===== src/hdl/wsp_pkg.sv =====
// ----------------------------------------------------------------------------
// wsp_pkg
// Shared types and constants of the WAV stream parser.
// ----------------------------------------------------------------------------
package wsp_pkg;

    typedef enum logic [2:0] {
        PH_HEADER = 3'd0,
        PH_CHUNK  = 3'd1,
        PH_FMT    = 3'd2,
        PH_SKIP   = 3'd3,
        PH_DATA   = 3'd4,
        PH_DRAIN  = 3'd5
    } t_phase;

    localparam logic [1:0] KIND_SAMPLE = 2'd0;
    localparam logic [1:0] KIND_DONE   = 2'd1;
    localparam logic [1:0] KIND_ERROR  = 2'd2;

    localparam logic [2:0] ERR_MAGIC     = 3'd0;
    localparam logic [2:0] ERR_FMT_LARGE = 3'd1;
    localparam logic [2:0] ERR_FMT_TRUNC = 3'd2;
    localparam logic [2:0] ERR_MISSING   = 3'd3;
    localparam logic [2:0] ERR_FORMAT    = 3'd4;
    localparam logic [2:0] ERR_SHORT     = 3'd5;

    localparam logic [31:0] TAG_RIFF = 32'h52494646;
    localparam logic [31:0] TAG_WAVE = 32'h57415645;
    localparam logic [31:0] TAG_FMT  = 32'h666D7420;
    localparam logic [31:0] TAG_DATA = 32'h64617461;

    localparam logic [31:0] RATE_16K    = 32'd16000;
    localparam logic [15:0] BITS_16     = 16'd16;
    localparam logic [15:0] FMT_PCM     = 16'd1;
    localparam logic [15:0] MONO        = 16'd1;
    localparam int unsigned BITS_OFFSET = 14;

    // One result word
    typedef struct packed {
        logic [1:0]  kind;
        logic [15:0] sample_value;
        logic [24:0] sample_count;
        logic [2:0]  error_code;
        logic        last_of_run;
    } t_result;

    localparam int unsigned RES_W = $bits(t_result);

    // Up to two results per byte
    typedef struct packed {
        logic    two;
        t_result r0;
        t_result r1;
    } t_pair;

    localparam int unsigned PAIR_W = $bits(t_pair);

endpackage


===== src/hdl/wsp_front.sv =====
// ----------------------------------------------------------------------------
// wsp_front
// Byte parser: walks the RIFF header and chunks, produces up to two results
// per accepted byte as one pair word.
// ----------------------------------------------------------------------------
module wsp_front #(
    parameter int unsigned FMT_MAX_BYTES = 32
) (
    input  logic                i_clk,
    input  logic                i_rst_n,
    input  logic                i_valid,
    input  logic [7:0]          i_file_byte,
    input  logic                i_end_of_file,
    input  logic [24:0]         i_sample_limit,
    output logic                o_emit,
    output wsp_pkg::t_pair      o_pair
);

    wsp_pkg::t_phase r_phase, n_phase;
    logic [32:0] r_cnt, n_cnt;
    logic [31:0] r_tag, n_tag;
    logic [31:0] r_len, n_len;
    logic [15:0] r_fcode, n_fcode;
    logic [15:0] r_chans, n_chans;
    logic [31:0] r_rate, n_rate;
    logic [15:0] r_bits, n_bits;
    logic        r_fseen, n_fseen;
    logic [7:0]  r_low, n_low;
    logic [24:0] r_want, n_want;
    logic [24:0] r_sent, n_sent;

    // Pending results of this byte
    logic        v0, v1;
    wsp_pkg::t_result res0, res1;

    logic [32:0] cnt1;
    logic [32:0] skip_tot;
    logic [31:0] len_asm;
    logic [30:0] avail;
    logic [24:0] sent1;
    logic [2:0]  k;

    function automatic wsp_pkg::t_result mk(input logic [1:0] kd, input logic [15:0] s,
                                            input logic [24:0] c, input logic [2:0] e);
        wsp_pkg::t_result r;
        r.kind = kd;
        r.sample_value = s;
        r.sample_count = c;
        r.error_code = e;
        r.last_of_run = 1'b0;
        return r;
    endfunction

    assign cnt1     = r_cnt + 33'd1;
    assign skip_tot = {1'b0, r_len} + {32'd0, r_len[0]};
    assign sent1    = r_sent + 25'd1;
    assign k        = r_cnt[2:0];

    // Byte handling
    always_comb begin
        n_phase = r_phase; n_cnt = r_cnt; n_tag = r_tag; n_len = r_len;
        n_fcode = r_fcode; n_chans = r_chans; n_rate = r_rate; n_bits = r_bits;
        n_fseen = r_fseen; n_low = r_low; n_want = r_want; n_sent = r_sent;
        v0 = 1'b0; v1 = 1'b0;
        res0 = mk(wsp_pkg::KIND_SAMPLE, '0, '0, '0);
        res1 = res0;
        len_asm = r_len;
        avail = '0;
        unique case (r_phase)
            wsp_pkg::PH_HEADER: begin
                if (r_cnt < 33'd4 || r_cnt >= 33'd8) n_tag = {r_tag[23:0], i_file_byte};
                n_cnt = cnt1;
                if (r_cnt == 33'd3 && n_tag != wsp_pkg::TAG_RIFF) begin
                    n_phase = wsp_pkg::PH_DRAIN; v0 = 1'b1;
                    res0 = mk(wsp_pkg::KIND_ERROR, '0, '0, wsp_pkg::ERR_MAGIC);
                end else if (r_cnt == 33'd11) begin
                    if (n_tag != wsp_pkg::TAG_WAVE) begin
                        n_phase = wsp_pkg::PH_DRAIN; v0 = 1'b1;
                        res0 = mk(wsp_pkg::KIND_ERROR, '0, '0, wsp_pkg::ERR_MAGIC);
                    end else begin
                        n_phase = wsp_pkg::PH_CHUNK; n_cnt = '0; n_tag = '0; n_len = '0;
                    end
                end
            end
            wsp_pkg::PH_CHUNK: begin
                if (r_cnt < 33'd4) n_tag = {r_tag[23:0], i_file_byte};
                else if (r_cnt < 33'd8) begin
                    case (k[1:0])
                        2'd0: len_asm[7:0]   = i_file_byte;
                        2'd1: len_asm[15:8]  = i_file_byte;
                        2'd2: len_asm[23:16] = i_file_byte;
                        default: len_asm[31:24] = i_file_byte;
                    endcase
                end
                n_len = len_asm;
                n_cnt = cnt1;
                if (cnt1 == 33'd8) begin
                    n_cnt = '0;
                    if (r_tag == wsp_pkg::TAG_FMT) begin
                        if (len_asm > 32'(FMT_MAX_BYTES)) begin
                            n_phase = wsp_pkg::PH_DRAIN; v0 = 1'b1;
                            res0 = mk(wsp_pkg::KIND_ERROR, '0, '0, wsp_pkg::ERR_FMT_LARGE);
                        end else begin
                            n_fcode = '0; n_chans = '0; n_rate = '0; n_bits = '0;
                            if (len_asm == '0) begin
                                n_fseen = 1'b1;
                                n_phase = wsp_pkg::PH_CHUNK; n_tag = '0; n_len = '0;
                            end else begin
                                n_phase = wsp_pkg::PH_FMT;
                            end
                        end
                    end else if (r_tag == wsp_pkg::TAG_DATA) begin
                        avail = len_asm[31:1];
                        if (!r_fseen) begin
                            n_phase = wsp_pkg::PH_DRAIN; v0 = 1'b1;
                            res0 = mk(wsp_pkg::KIND_ERROR, '0, '0, wsp_pkg::ERR_MISSING);
                        end else if (r_fcode != wsp_pkg::FMT_PCM || r_chans != wsp_pkg::MONO ||
                                     r_rate != wsp_pkg::RATE_16K ||
                                     r_bits != wsp_pkg::BITS_16) begin
                            n_phase = wsp_pkg::PH_DRAIN; v0 = 1'b1;
                            res0 = mk(wsp_pkg::KIND_ERROR, '0, '0, wsp_pkg::ERR_FORMAT);
                        end else begin
                            n_want = (avail < {6'd0, i_sample_limit}) ? avail[24:0]
                                                                      : i_sample_limit;
                            n_sent = '0;
                            if (n_want == '0) begin
                                n_phase = wsp_pkg::PH_DRAIN; v0 = 1'b1;
                                res0 = mk(wsp_pkg::KIND_DONE, '0, '0, '0);
                            end else begin
                                n_phase = wsp_pkg::PH_DATA;
                            end
                        end
                    end else begin
                        if ({1'b0, len_asm} + {32'd0, len_asm[0]} == 33'd0) begin
                            n_phase = wsp_pkg::PH_CHUNK; n_tag = '0; n_len = '0;
                        end else begin
                            n_phase = wsp_pkg::PH_SKIP;
                        end
                    end
                end
            end
            wsp_pkg::PH_FMT: begin
                if (r_cnt < 33'd8) begin
                    case (k)
                        3'd0: n_fcode[7:0]  = i_file_byte;
                        3'd1: n_fcode[15:8] = i_file_byte;
                        3'd2: n_chans[7:0]  = i_file_byte;
                        3'd3: n_chans[15:8] = i_file_byte;
                        3'd4: n_rate[7:0]   = i_file_byte;
                        3'd5: n_rate[15:8]  = i_file_byte;
                        3'd6: n_rate[23:16] = i_file_byte;
                        default: n_rate[31:24] = i_file_byte;
                    endcase
                end else if (r_cnt == 33'(wsp_pkg::BITS_OFFSET)) begin
                    n_bits[7:0] = i_file_byte;
                end else if (r_cnt == 33'(wsp_pkg::BITS_OFFSET + 1)) begin
                    n_bits[15:8] = i_file_byte;
                end
                n_cnt = cnt1;
                if (cnt1 >= {1'b0, r_len}) begin
                    n_fseen = 1'b1;
                    if (r_len[0]) begin
                        n_phase = wsp_pkg::PH_SKIP; n_cnt = {1'b0, r_len};
                    end else begin
                        n_phase = wsp_pkg::PH_CHUNK; n_cnt = '0; n_tag = '0; n_len = '0;
                    end
                end
            end
            wsp_pkg::PH_SKIP: begin
                n_cnt = cnt1;
                if (cnt1 >= skip_tot) begin
                    n_phase = wsp_pkg::PH_CHUNK; n_cnt = '0; n_tag = '0; n_len = '0;
                end
            end
            wsp_pkg::PH_DATA: begin
                if (!r_cnt[0]) begin
                    n_low = i_file_byte;
                end else begin
                    v0 = 1'b1;
                    res0 = mk(wsp_pkg::KIND_SAMPLE, {i_file_byte, r_low}, '0, '0);
                    n_sent = sent1;
                    if (sent1 >= r_want) begin
                        n_phase = wsp_pkg::PH_DRAIN; v1 = 1'b1;
                        res1 = mk(wsp_pkg::KIND_DONE, '0, sent1, '0);
                    end
                end
                n_cnt = {32'd0, ~r_cnt[0]};
            end
            default: ;
        endcase

        // End of file: report if mid-stream, then re-arm
        if (i_end_of_file) begin
            if (n_phase != wsp_pkg::PH_DRAIN) begin
                if (v0) begin
                    v1 = 1'b1;
                    res1 = mk(wsp_pkg::KIND_ERROR, '0, '0, wsp_pkg::ERR_SHORT);
                end else begin
                    v0 = 1'b1;
                    unique case (n_phase)
                        wsp_pkg::PH_HEADER:
                            res0 = mk(wsp_pkg::KIND_ERROR, '0, '0, wsp_pkg::ERR_MAGIC);
                        wsp_pkg::PH_FMT:
                            res0 = mk(wsp_pkg::KIND_ERROR, '0, '0, wsp_pkg::ERR_FMT_TRUNC);
                        wsp_pkg::PH_DATA:
                            res0 = mk(wsp_pkg::KIND_ERROR, '0, '0, wsp_pkg::ERR_SHORT);
                        default:
                            res0 = mk(wsp_pkg::KIND_ERROR, '0, '0, wsp_pkg::ERR_MISSING);
                    endcase
                end
            end
            n_phase = wsp_pkg::PH_HEADER; n_cnt = '0; n_tag = '0; n_len = '0;
            n_fcode = '0; n_chans = '0; n_rate = '0; n_bits = '0; n_fseen = 1'b0;
            n_low = '0; n_want = '0; n_sent = '0;
        end
    end

    // Pair assembly: last_of_run on the final entry
    always_comb begin
        o_emit = i_valid && v0;
        o_pair.two = v1;
        o_pair.r0 = res0;
        o_pair.r1 = res1;
        o_pair.r0.last_of_run = ~v1;
        o_pair.r1.last_of_run = 1'b1;
    end

    // State registers
    always_ff @(posedge i_clk) begin
        if (!i_rst_n) begin
            r_phase <= wsp_pkg::PH_HEADER;
            r_cnt <= '0; r_tag <= '0; r_len <= '0; r_fcode <= '0; r_chans <= '0;
            r_rate <= '0; r_bits <= '0; r_fseen <= 1'b0; r_low <= '0;
            r_want <= '0; r_sent <= '0;
        end else if (i_valid) begin
            r_phase <= n_phase;
            r_cnt <= n_cnt; r_tag <= n_tag; r_len <= n_len; r_fcode <= n_fcode;
            r_chans <= n_chans; r_rate <= n_rate; r_bits <= n_bits;
            r_fseen <= n_fseen; r_low <= n_low; r_want <= n_want; r_sent <= n_sent;
        end
    end

endmodule


===== src/hdl/wsp_back.sv =====
// ----------------------------------------------------------------------------
// wsp_back
// Result queue: holds pair words and hands out their results one at a time.
// ----------------------------------------------------------------------------
module wsp_back #(
    parameter int unsigned DEPTH = 4
) (
    input  logic               i_clk,
    input  logic               i_rst_n,
    input  logic               i_push,
    input  wsp_pkg::t_pair     i_pair,
    output logic               o_full,
    output logic               o_empty,
    input  logic               i_pop,
    output wsp_pkg::t_result   o_result
);

    localparam int unsigned AW = (DEPTH > 1) ? $clog2(DEPTH) : 1;

    wsp_pkg::t_pair r_mem [DEPTH];
    logic [AW-1:0] r_wp, r_rp;
    logic [AW:0]   r_cnt, n_cnt;
    logic          r_half;
    logic          do_pop, pair_done;
    wsp_pkg::t_pair head;

    assign head      = r_mem[r_rp];
    assign o_full    = (r_cnt == (AW+1)'(DEPTH));
    assign o_empty   = (r_cnt == '0);
    assign o_result  = r_half ? head.r1 : head.r0;
    assign do_pop    = i_pop && !o_empty;
    assign pair_done = do_pop && (r_half || !head.two);

    always_comb begin
        n_cnt = r_cnt + (AW+1)'(i_push) - (AW+1)'(pair_done);
    end

    // Queue storage
    always_ff @(posedge i_clk) begin
        if (i_push) r_mem[r_wp] <= i_pair;
    end

    // Pointers and half select
    always_ff @(posedge i_clk) begin
        if (!i_rst_n) begin
            r_wp <= '0; r_rp <= '0; r_cnt <= '0; r_half <= 1'b0;
        end else begin
            if (i_push) r_wp <= (r_wp == AW'(DEPTH-1)) ? '0 : r_wp + AW'(1);
            if (pair_done) begin
                r_rp <= (r_rp == AW'(DEPTH-1)) ? '0 : r_rp + AW'(1);
                r_half <= 1'b0;
            end else if (do_pop) begin
                r_half <= 1'b1;
            end
            r_cnt <= n_cnt;
        end
    end

endmodule


===== src/hdl/wav_stream_parser.sv =====
// ----------------------------------------------------------------------------
// wav_stream_parser
// Byte-serial RIFF/WAVE reader for 16-bit PCM mono 16 kHz streams.
// ----------------------------------------------------------------------------
// Usage:
//   Input channel: drive i_file_byte / i_end_of_file, raise push; the word
//   is taken at an edge where full is low. One byte per cycle while not full.
//   Result channel: while empty is low the oldest result is on the o_
//   ports; raise pop to take it. A byte gives at most two results.
//   A byte's results are written to the queue at the edge accepting it.
//   The parser front updates its state in the accepting cycle; results go
//   into a four-entry queue of pairs, so the front only stalls (full) when
//   the queue is full because the receiver is not popping.
//   Configuration: i_cfg_valid/o_cfg_ready write the sample limit; ready is
//   high always, write only when idle.
//   Reset (synchronous, i_rst_n low) clears the parser to the header phase,
//   empties the queue and sets the sample limit to 16000.
// ----------------------------------------------------------------------------
module wav_stream_parser #(
    parameter int unsigned FMT_MAX_BYTES = 32,
    parameter int unsigned QUEUE_DEPTH   = 4
) (
    input  logic               i_clk,
    input  logic               i_rst_n,
    input  logic               push,
    output logic               full,
    input  logic [7:0]         i_file_byte,
    input  logic               i_end_of_file,
    output logic               empty,
    input  logic               pop,
    output logic [1:0]         o_kind,
    output logic signed [15:0] o_sample_value,
    output logic [24:0]        o_sample_count,
    output logic [2:0]         o_error_code,
    output logic               o_last_of_run,
    input  logic               i_cfg_valid,
    output logic               o_cfg_ready,
    input  logic [24:0]        i_cfg_data
);

    logic [24:0] r_sample_limit;
    logic        acc, emit;
    wsp_pkg::t_pair   pair;
    wsp_pkg::t_result res;

    assign acc = push && !full;
    assign o_cfg_ready = 1'b1;

    // Configuration register
    always_ff @(posedge i_clk) begin
        if (!i_rst_n) r_sample_limit <= 25'd16000;
        else if (i_cfg_valid) r_sample_limit <= i_cfg_data;
    end

    wsp_front #(.FMT_MAX_BYTES(FMT_MAX_BYTES)) u_front (
        .i_clk, .i_rst_n, .i_valid(acc), .i_file_byte, .i_end_of_file,
        .i_sample_limit(r_sample_limit), .o_emit(emit), .o_pair(pair)
    );

    wsp_back #(.DEPTH(QUEUE_DEPTH)) u_back (
        .i_clk, .i_rst_n, .i_push(emit), .i_pair(pair), .o_full(full),
        .o_empty(empty), .i_pop(pop), .o_result(res)
    );

    assign o_kind         = res.kind;
    assign o_sample_value = res.sample_value;
    assign o_sample_count = res.sample_count;
    assign o_error_code   = res.error_code;
    assign o_last_of_run  = res.last_of_run;

    // Checks
    a_kind_legal: assert property (@(posedge i_clk) disable iff (!i_rst_n)
        !empty |-> (o_kind != 2'd3)) else $error("illegal result kind");
    a_push_into_space: assert property (@(posedge i_clk) disable iff (!i_rst_n)
        emit |-> !full) else $error("push into full queue");
    a_err_range: assert property (@(posedge i_clk) disable iff (!i_rst_n)
        (!empty && o_kind == wsp_pkg::KIND_ERROR) |-> (o_error_code <= wsp_pkg::ERR_SHORT))
        else $error("bad error code");

endmodule

===== config.mk =====
export PLATFORM = sky130hd
export DESIGN_NAME = wav_stream_parser
export DESIGN_NICKNAME = d
export VERILOG_FILES = /design/src/hdl/wsp_pkg.sv /design/src/hdl/wsp_front.sv /design/src/hdl/wsp_back.sv /design/src/hdl/wav_stream_parser.sv
export SDC_FILE = /design/constraint.sdc
export NUM_CORES = 1
export LEC_CHECK = 0
export ABC_AREA = 1
export BUFFER_PORTS_ARGS = -buffer_cell sky130_fd_sc_hd__buf_2
export CAP_MARGIN = 15
export CORE_ASPECT_RATIO = 1.2
export CORE_MARGIN = 8
export CORE_UTILIZATION = 40
export DETAILED_ROUTE_END_ITERATION = 8
export PLACE_DENSITY_LB_ADDON = 0.12
export SETUP_SLACK_MARGIN = 0.05
export SYNTH_ARGS = -nofsm -noshare
export SYNTH_HDL_FRONTEND = slang
export SYNTH_HIERARCHICAL = 1
export SYNTH_SLANG_ARGS = --single-unit

===== constraint.sdc =====
create_clock -name i_clk -period 9.4 [get_ports i_clk]
set_input_delay 0.94 -clock i_clk [delete_from_list [all_inputs] [get_ports i_clk]]
set_output_delay 0.94 -clock i_clk [all_outputs]
set_load 0.01 [all_outputs]

---- Yosys cells after proc, flatten, opt, wreduce, memory -nomap -nowiden ----
Memory sizes are Yosys's and may differ from the RTL's. A register that Yosys moved wholly into a read port is not among the register bits.
Index checks and enable logic that the tools add are counted.
cells by class
  multiplexer cells ....................... 169
  div/mod/pow operators ................... 0
  equality and inequality tests ........... 62
  reductions and logical operators ........ 51
  bitwise gates (word level) .............. 3
  $lt $le $gt $ge ......................... 8
  shift-type cells ........................ 0
  $mul .................................... 0
  add/subtract/negate cells ............... 8
operators by type and width
  operator                                                                    number
  32-bit two-way mux                                                          37
  47-bit two-way mux                                                          18
  25-bit two-way mux                                                          15
  32-bit one-hot mux with 4 select lines                                      2
  33-bit two-way mux                                                          7
  33-bit one-hot mux with 5 select lines                                      1
  16-bit two-way mux                                                          9
  8-bit two-way mux                                                           18
  47-bit one-hot mux with 3 select lines                                      1
  33-bit by 4-bit == test with 1-bit output (second input constant)           4
  16-bit one-hot mux with 2 select lines                                      3
  46-bit two-way mux                                                          2
  7-bit AND reduction                                                         12
  32-bit by 1-bit adder with 33-bit output                                    2
  32-bit by 31-bit == test with 1-bit output (second input constant)          2
  32-bit by 31-bit inequality test with 1-bit output (second input constant)  2
  32-bit one-hot mux with 2 select lines                                      1
  3-bit inequality test (second input constant)                               17
  25-bit one-hot mux with 2 select lines                                      1
  45-bit two-way mux                                                          1
  3-bit two-way mux                                                           14
  3-bit by 2-bit inequality test with 1-bit output (second input constant)    12
  33-bit by 1-bit adder with 33-bit output (second input constant)            1
  33-bit by 2-bit == test with 1-bit output (second input constant)           1
  other kinds (47)                                                            118
word-level totals
  input port bits ......................... 39
  memories kept ........................... 1
  logic and storage cells ................. 326
  latch bits .............................. 0
  ROM bits ................................ 0
  register bits after elaboration ......... 272
  bits in writable memories ............... 376
  output and inout port bits .............. 50
memory list
  name          depth  bits a word  read ports  clocked after memory_dff  write ports  line            source
  u_back.r_mem  4      94           1           1                         1            wsp_back.sv:20  wsp_pkg::t_pair r_mem [DEPTH];

---- Longest topological paths before layout ----
Gate-level depths: netlist (run 1).
  depth in word-level cells ............... 22
  gate-level depth with buffers ........... 42

---- By module ----
Netlist (run 1), hierarchy kept.
modules (own cells, without submodules)
  module             cells each  area an instance (sq um)  instances
  wsp_front          3306        20535.9                   1
  wsp_back           1138        15175.8                   1
  wav_stream_parser  151         1046.0                    1

---- Worst setup path after synthesis (run 1) ----
No wires, ideal clock.
  kind .................................... register to register
  start point ............................. register u_front.r_len[0]
  end point ............................... memory u_back/r_mem[0][0] (netlist bit) (enable)
  data required time ...................... 8.951 ns
  period minus slack after synthesis ...... 6.804 ns
  slack ................................... 2.596 ns
  cell stages (with the launch flop) ...... 39
  arrival ................................. 6.355 ns
  path through ............................ dfxtp_1 > nand2_1 > nor2_1 > nand3_1 > nor2_1 > inv_1 > nor2_1 > inv_1 > nor3_1 > nand4_1 > nor2_1 > nand4_1 > nor2_1 > nand3_1 > nor2_1 > inv_1 > nor2_1 > nand3_1 > [3 not listed] > xor2_1 > ha_1 > nand4_1 > o221ai_1 > a21oi_1 > a21boi_0 > nand4_1 > inv_1 > nor2_1 > inv_1 > nor2_1 > nand2_1 > a21oi_1 > nand2_1 > nand2_2 > a21oi_1 > nand2_1 > inv_1
on the way
  longest elaborated chain between the ends .. 17
  elaborated cells on any way between the ends .. 31
  classes of those cells .................. 2 x add/sub; 3 x order compare; 1 x eq/ne; 22 x mux; 3 x reduce/logical
ends and longest elaborated chain
  what                                       line                     source
  start: declaration                         wsp_front.sv:22          logic [31:0] r_len, n_len;
  start signal: assignment                   wsp_front.sv:237         r_cnt <= n_cnt; r_tag <= n_tag; r_len <= n_len; r_fcode <= n_fcode;
  8-bit two-way mux                          wsp_front.sv:88          case (k[1:0])
  32-bit two-way mux                         wsp_front.sv:87          else if (r_cnt < 33'd8) begin
  32-bit two-way mux                         wsp_front.sv:86          if (r_cnt < 33'd4) n_tag = {r_tag[23:0], i_file_byte};
  32-bit two-way mux                         wsp_front.sv:69          unique case (r_phase)
  32-bit by 1-bit adder with 33-bit output   wsp_front.sv:134         if ({1'b0, len_asm} + {32'd0, len_asm[0]} == 33'd0) begin
  33-bit logical NOT                         wsp_front.sv:134
  2-bit two-way mux                          wsp_front.sv:134
  3-bit two-way mux                          wsp_front.sv:112         end else if (r_tag == wsp_pkg::TAG_DATA) begin
  [2 not listed]                             n/a
  3-bit one-hot mux with 5 select lines      wsp_front.sv:69
  3-bit inequality test                      wsp_front.sv:194         if (n_phase != wsp_pkg::PH_DRAIN) begin
  1-bit two-way mux                          wsp_front.sv:194
  1-bit two-way mux *                        wsp_front.sv:193         if (i_end_of_file) begin
  1-bit logical AND *                        wsp_front.sv:220         o_emit = i_valid && v0;
  net emit                                   wav_stream_parser.sv:42  logic acc, emit;
  1-bit two-way mux *                        wsp_back.sv:40           if (i_push) r_mem[r_wp] <= i_pair;
  1-bit two-way mux (not written as such) *  wsp_back.sv:40
  end: declaration                           wsp_back.sv:20
The timed path passes the listed nets; every way through them passes the cells marked *. The select of a mux whose other input is x is not followed.

---- Worst setup path after layout (run 1) ----
  start point ............................. register u_front.r_cnt[0]
  end point ............................... memory u_back/r_mem[0][68] (netlist bit) (enable)
on the way
  longest elaborated chain between the ends .. 22
  elaborated cells on any way between the ends .. 67
  classes of those cells .................. 2 x add/sub; 7 x order compare; 8 x eq/ne; 42 x mux; 8 x reduce/logical
ends and longest elaborated chain
  what                                                                                                             line                     source
  start: declaration                                                                                               wsp_front.sv:20          logic [32:0] r_cnt, n_cnt;
  start signal: assignment                                                                                         wsp_front.sv:237
  parallel branches: the longest is 18 deep, another holds 33-bit by 4-bit less-than comparator with 1-bit output  n/a
  1-bit two-way mux *                                                                                              wsp_front.sv:193
  1-bit logical AND *                                                                                              wsp_front.sv:220
  net emit                                                                                                         wav_stream_parser.sv:42
  1-bit two-way mux *                                                                                              wsp_back.sv:40
  1-bit two-way mux (not written as such) *                                                                        wsp_back.sv:40
Mark *: on every way through the listed nets, which the timed path passes. The select of a mux whose other input is x is not followed.

==> results.tsv, run 1 <==
stage	metric	value	unit
status	run_status	finished, final reports clean	
logic_synthesis	synth_seq_area_share	46.0	%
logic_synthesis	synth_top_family_by_area	simple AND/OR/NAND/NOR gates	
setup_path	arrival	8250	ps
layout	layout.nets	4722	
power	combPwrFrac	23.8	%
die	die_area	102000	sq um
logic_synthesis	ys.flop_type	edfxtp_1	
sta	fin_crit	7950	ps
global_route	grt_max_degree	176	
logic_synthesis	synth_cells	4595	
clock_tree	clk_latency	650	ps
drt	ant_nets	0	
setup_path	crit_family	simple AND/OR/NAND/NOR gates	
setup_path	crit_type	reg2reg	
power	powerDensity	209	nW/um^2
logic_synthesis	synth_xor_area_share	1.55	%
sta	fmax	126	MHz
sta	fin_setup_tns	0	ps
die	io_pins	89	
logic_synthesis	synth_fa_ha_area_share	4.45	%
logic_synthesis	ys_types	74	
power	max-vdd-ir-drop	0.137	mV
sta	tightest_slew	1100	ps
layout	nFillCells	9237	
logic_synthesis	netlist_area	36800	sq um
clock_tree	cts.clk_slew.worst_paths	60	ps
global_route	grt_pass1_vias	29831	
global_route	antenna_found_initial	1	
setup_path	worstPathRequired	9700	ps
sta	hold_ws	461	ps
drt	num_vias	31448	
sta	final_max_slew_viol_count	0	
layout	multiInputGateArea	16800	sq um
sta	hold_viol	0	
clock_tree	postCtsHoldBufs	0	
clock_tree	htree_num_levels	3	
setup_path	endpoint_kind	flip-flop	
hold_path	hold_path.class	reg2reg	
logic_synthesis	synthMuxAreaShare	0	%
logic_synthesis	synthArstFlopShare	0	%
placement	place.gp.congestion	0.936	
logic_synthesis	synth-simple-area-share	24.3	%
die	coreArea	91600	sq um
setup_path	crit_top_cell	nand2_1	
setup_path	start_kind	flip-flop	
layout	drive_above_1_share	8.36	%
power	clockPowerShare	36.8	%
clock_tree	cts_tree	built	
drt	drt-total-wl	117000	um
sta	setup_viol	0	
drt	drtIter0Drc	2469	
clock_tree	cts_buffer_depth	3	
die	start_util	40.1	%
logic_synthesis	yosys_warnings	6	
setup_path	path_max_fanout	48	
die	std_cell_rows	122	
logic_synthesis	ys_ff_latch	654	
drt	firstDrtPassIters	6	
power	seq_power_share	39.4	%
clock_tree	cts_made_buffers	72	
placement	dp_hpwl	82400	um
logic_synthesis	yosysTopAreaCell	edfxtp_1	
power	p_leak	15.6	nW
logic_synthesis	synth_enable_flop_cells	380	
drt	routedWlPerCell	20.2	um
run	drv_cap	0	
global_route	grt_overflow_total	0	
drt	drc	0	
clock_tree	post_cts_buffers	0	
die	die_w	293	um
drt	vias_per_cell	5.44	
clock_tree	clock-sinks	654	
placement	numPortBuffers	87	
global_route	grt_util_all_layers	22.1	%
sta	fin_crit_sh	84.5	%
sta	skew	29.2	ps
power	power	0.00839	W
clock_tree	cts_resized	0	
clock_tree	clock-root-buffer	clkbuf_16	
logic_synthesis	synth_top_area_share	31.0	%
setup_path	slowest_stage	dfxtp_1	
logic_synthesis	synth_compound_area_share	14.9	%
setup_path	critical_path_buf_inv_count	4	
power	power_switching	0.00276	W
sta	maxSlewHeadroom	26.4	%
die	die_h	348	um
power	p_int	0.00563	W
sta	rsz0062_at_grt	no	
global_route	grt_first_pass_wirelength	178000	um
setup_path	critPathMaxStageDelay	730	ps
logic_synthesis	synth_area_leaders	edfxtp_1 31%, dfxtp_1 15%, nand2_1 9.9%	
layout	ff_latch_area	16900	sq um
power	p_sw_share	32.9	%
layout	area.growth.synth_to_final	9.13	%
logic_synthesis	avgSynthCellArea	8.00	sq um
-- power groups by stage --
stage                     clock network [W]  registers (W)  logic [W]
after CTS                           0.00317        0.00331    0.00202
after floorplan                           0        0.00332    0.00142
after detailed placement                  0        0.00337    0.00201
after global placement                    0        0.00337    0.00200
after global routing                0.00328        0.00332    0.00223
final                               0.00309        0.00331    0.00199
-- path summary, 6_finish.rpt --
| check | startpoint | to | slack (ps) | depth (start not counted) |
|---|---|---|---|---|
| setup / recovery | u_front/r_cnt[0] | u_back/r_mem[0][68] | 1450 | 28 |
| hold reg to reg | r_sample_limit[10] | r_sample_limit[10] | 460 | 2 |
| setup reg to reg | u_front/r_cnt[0] | u_back/r_mem[0][68] | 1450 | 28 |
| hold / removal | r_sample_limit[10] | r_sample_limit[10] | 460 | 2 |
-- synth_stat cells, types with 14 or more instances --
master and instances:
nand2_1 970, nor2_1 571, inv_1 394, edfxtp_1 380, o21ai_0 349, a21oi_1 341, dfxtp_1 274, nand3_1 172
ha_1 129, clkbuf_1 112, nand4_1 103, o22ai_1 96, o21ai_1 94, buf_4 69, nor3_1 68, xor2_1 59
nor4_1 54, buf_2 49, o211ai_1 35, nand2_2 32, buf_6 28, nor2_2 25, inv_2 23, nand3_2 15
o31ai_1 14
-- worst reg2reg max path: cells and delay by family (launching register included) --
family	cells	cell delay, ps
and+or+nand+nor	17	3120
adders and majority gates	2	600
DFF	1	730
AOI/OAI and AO/OA	5	1470
buffers and inverters	4	1630
-- registers in the layout (all words and copies together) (netlist names), 25 cells and up, named ones only --
signal,count
u_front/r_tag,32
u_front/r_sent,25
u_front/r_want,25
u_back/r_mem,380
u_front/r_cnt,33
u_front/r_len,32
u_front/r_rate,32
r_sample_limit,25
-- cell families after synthesis --
kind of cell	Yosys count
AO/OA/AOI/OAI	989
adder cells (fa/ha/maj)	130
buffers and inverters	700
flip-flops	654
other	3
AND/OR/NAND/NOR	2055
XOR/XNOR	64
-- routing by layer --
metal / part of all wire [%] / vias to the layer above / track usage (%) / routed length (um)
met4: 3.9 / 2 / 8.77 / 4520
met3: 4.3 / 181 / 2.32 / 5070
met2: 49 / 843 / 38.6 / 57400
met5: 0.011 / - / 0 / 13
li1: - / 15443 / - / -
met1: 43 / 14979 / 27.9 / 49900
-- cells in the final DEF, fill, tap and decap left out, types with 59 or more instances in the layout --
cell / netlist / layout
nor2_1: 571 / 570
dfxtp_1: 274 / 271
ha_1: 129 / 129
inv_1: 394 / 388
o21ai_1: 94 / 93
o22ai_1: 96 / 96
nor3_1: 68 / 67
nand3_1: 172 / 172
o21ai_0: 349 / 349
a21oi_1: 341 / 341
buf_2: 49 / 86
nand4_1: 103 / 103
edfxtp_1: 380 / 380
xor2_1: 59 / 59
nand2_1: 970 / 970
clkbuf_16: 0 / 74
-- through the flow --
step	instances	worst slack (ps)	instance area, sq um	util, %
5_1_grt	5785	766	40100	43.8
3_5_place_dp	5656	1540	37500	40.9
2_1_floorplan	4636	2600	36900	-
6_report	5786	1450	40100	43.8
3_3_place_gp	5656	1680	37500	40.9
4_1_cts	5784	1520	40100	43.8
-- cell type report --
type | count | area share, %
Inverter | 428 | 4.06
Clock inverter | 37 | 1.58
Timing Repair Buffer | 115 | 1.79
Multi-Input combinational cell | 3282 | 41.9
Clock buffer | 91 | 4.90
Sequential cell | 654 | 42.1
Antenna cell | 1 | 0.00624
Tap cell | 1178 | 3.67
(Power assumes the default switching activity.)
==> run 2, diff against run 1 <==
==> constraint.sdc (replaced) <==
create_clock -name i_clk -period 7.27 [get_ports i_clk]
set_input_delay 0.727 -clock i_clk [delete_from_list [all_inputs] [get_ports i_clk]]
set_output_delay 0.727 -clock i_clk [all_outputs]
set_load 0.01 [all_outputs]
==> results.tsv, run 2 (synthesis gave the netlist of run 1 again) <==
stage	metric	value	unit	change
status	run_status	finished, final reports clean		
clock_tree	post_cts_buffers	0		unchanged
layout	layout_common_cells	970 x nand2_1, 570 x nor2_1, 388 x inv_1		
clock_tree	htree_num_levels	3		unchanged
global_route	grt_max_degree	183		+4.0%
setup_path	slowest_stage	nor4_1		
sta	fin_setup_tns	0	ps	unchanged
layout	largest-register	u_back/r_mem		
placement	numPortBuffers	87		unchanged
sta	worst_slack	748	ps	-706 ps
hold_path	hold_depth	3		+1
layout	area.growth.synth_to_final	9.68	%	
global_route	grt_util_all_layers	21.9	%	-0.19 points
drt	drtIter0Drc	2454		-0.61%
clock_tree	cts_buffer_depth	3		unchanged
drt	routedWlPerCell	19.9	um	-1.5%
global_route	grt_first_pass_wirelength	177000	um	-0.65%
die	io_pins	89		unchanged
sta	final_max_slew_viol_count	0		unchanged
hold_path	hold_start	i_cfg_data[7]		
setup_path	crit_type	reg2reg		
setup_path	crit_start	u_front/r_cnt[0]		
die	coreArea	91600	sq um	unchanged
sta	maxSlewHeadroom	26.3	%	-0.13 points
die	std_cell_rows	122		unchanged
clock_tree	postCtsHoldBufs	0		unchanged
die	die_area	102000	sq um	unchanged
drt	firstDrtPassIters	5		-1
global_route	antenna_found_initial	1		unchanged
clock_tree	clk_latency	650	ps	about the same
layout	layout.nets	4752		+0.64%
clock_tree	clock-root-buffer	clkbuf_16		
die	die_w	293	um	unchanged
clock_tree	cts_tree	built		
clock_tree	cts.clk_slew.worst_paths	70	ps	about the same
layout	nFillCells	9271		+0.37%
sta	fin_crit_sh	89.7	%	+5.2 points
die	start_util	40.1	%	unchanged
setup_path	r2r_cells	33		+18%
power	max-vdd-ir-drop	0.171	mV	+25%
layout	n_antenna_cell	0		-1
setup_path	critPathMaxStageDelay	580	ps	-150 ps
layout	largest_reg_flops	380		unchanged
drt	num_vias	31392		-0.18%
power	p_leak	15.7	nW	+0.85%
global_route	grt_pass1_vias	29925		+0.32%
setup_path	crit_top_cell	nand2_1		
placement	place.gp.congestion	0.959		+2.5%
die	die_h	348	um	unchanged
layout	drive_above_1_share	9.07	%	+0.71 points
layout	layout_commonest_cell	nand2_1		
layout	stdcell_area	40300	sq um	+0.50%
clock_tree	clock-sinks	654		unchanged
setup_path	arrival	7090	ps	-1160 ps
sta	skew	37.5	ps	+8.35 ps
sta	setup_viol	0		unchanged
setup_path	worstPathRequired	7840	ps	-1860 ps
placement	placed_cell_area	37800	sq um	+0.78%
sta	hold_viol	0		unchanged
setup_path	endpoint_kind	flip-flop		
setup_path	path_max_fanout	11		-77%
setup_path	r2r-start	u_front/r_cnt[0]		
layout	reg.largest.list	u_back/r_mem: 380 flops, u_front/r_cnt: 33 flops		
power	powerDensity	266	nW/um^2	+27%
run	drv_cap	0		unchanged
setup_path	start_kind	flip-flop		
drt	vias_per_cell	5.39		-0.78%
clock_tree	cts_made_buffers	73		+1.4%
sta	fin_crit	6520	ps	-1420 ps
placement	place_ws	712	ps	-825 ps
drt	drt-total-wl	116000	um	-0.88%
drt	ant_nets	0		unchanged
sta	tightest_slew	1100	ps	+1.97 ps
drt	drc	0		unchanged
global_route	grt_overflow_total	0		unchanged
sta	rsz0062_at_grt	no		
placement	dp_hpwl	82000	um	-0.48%
sta	fmax	153	MHz	+22%
hold_path	hold_path.class	in2reg		
clock_tree	cts_resized	0		unchanged
run 2: changes by cell type in the layout (fill, tap and decap cells not counted), sizes merged:
cell      delta
buf         +29
inv          +1
bufinv       -1
clkbuf       -7
diode        -1
clkinv      +13
clkinvlp     +1
run 2: layout make-up:
class                           count  area [sq um]  share of cell area, %
Clock inverter                     51           629                   1.56
Multi-Input combinational cell   3282         16800                   41.6
Timing Repair Buffer              144           991                   2.46
Tap cell                         1178          1470                   3.66
Clock buffer                       84          1900                   4.71
Inverter                          428          1630                   4.05
Sequential cell                   654         16900                   41.9
run 2: through the flow:
stage | hold WS, ps | total power (W) | std cells | utilization (%)
2_1_floorplan | 429 | 0.00612 | 4636 | -
3_3_place_gp | 442 | 0.00694 | 5686 | 41.3
3_5_place_dp | 450 | 0.00696 | 5686 | 41.3
4_1_cts | 276 | 0.0109 | 5821 | 44.0
5_1_grt | 303 | 0.0113 | 5821 | 44.0
6_report | 320 | 0.0107 | 5821 | 44.0
run 2: report_power, final:
part,switching (W),internal (W)
Sequential,0.000145,0.00413
Clock,0.00159,0.00230
Combinational,0.00178,0.000789
Total,0.00352,0.00721
run 2: path summary, 6_finish.rpt:
kind / endpoint / slack [ps]
worst min register to register: r_sample_limit[12] / 460
worst min-delay path: r_sample_limit[7] / 320
worst max register to register: u_back/r_cnt[1] / 750
worst max-delay path: u_back/r_cnt[1] / 750
run 2: worst max-delay path: cells and delay by family, from the launching register on:
kind	cells	cell delay, ps
AOI/OAI and AO/OA	2	210
xor gates and xnor gates	1	310
adders and majority gates	4	1170
buffers and inverters	7	1000
DFF	1	550
and+or+nand+nor	19	3200
run 2: metal layers:
| layer | up-vias | global-route usage (%) | wire, um |
|---|---|---|---|
| li1 | 15523 | - | - |
| met1 | 14845 | 27.8 | 50300 |
| met2 | 786 | 37.7 | 55800 |
| met3 | 236 | 2.82 | 5060 |
| met4 | 2 | 8.73 | 4700 |
| met5 | - | 0 | 13 |
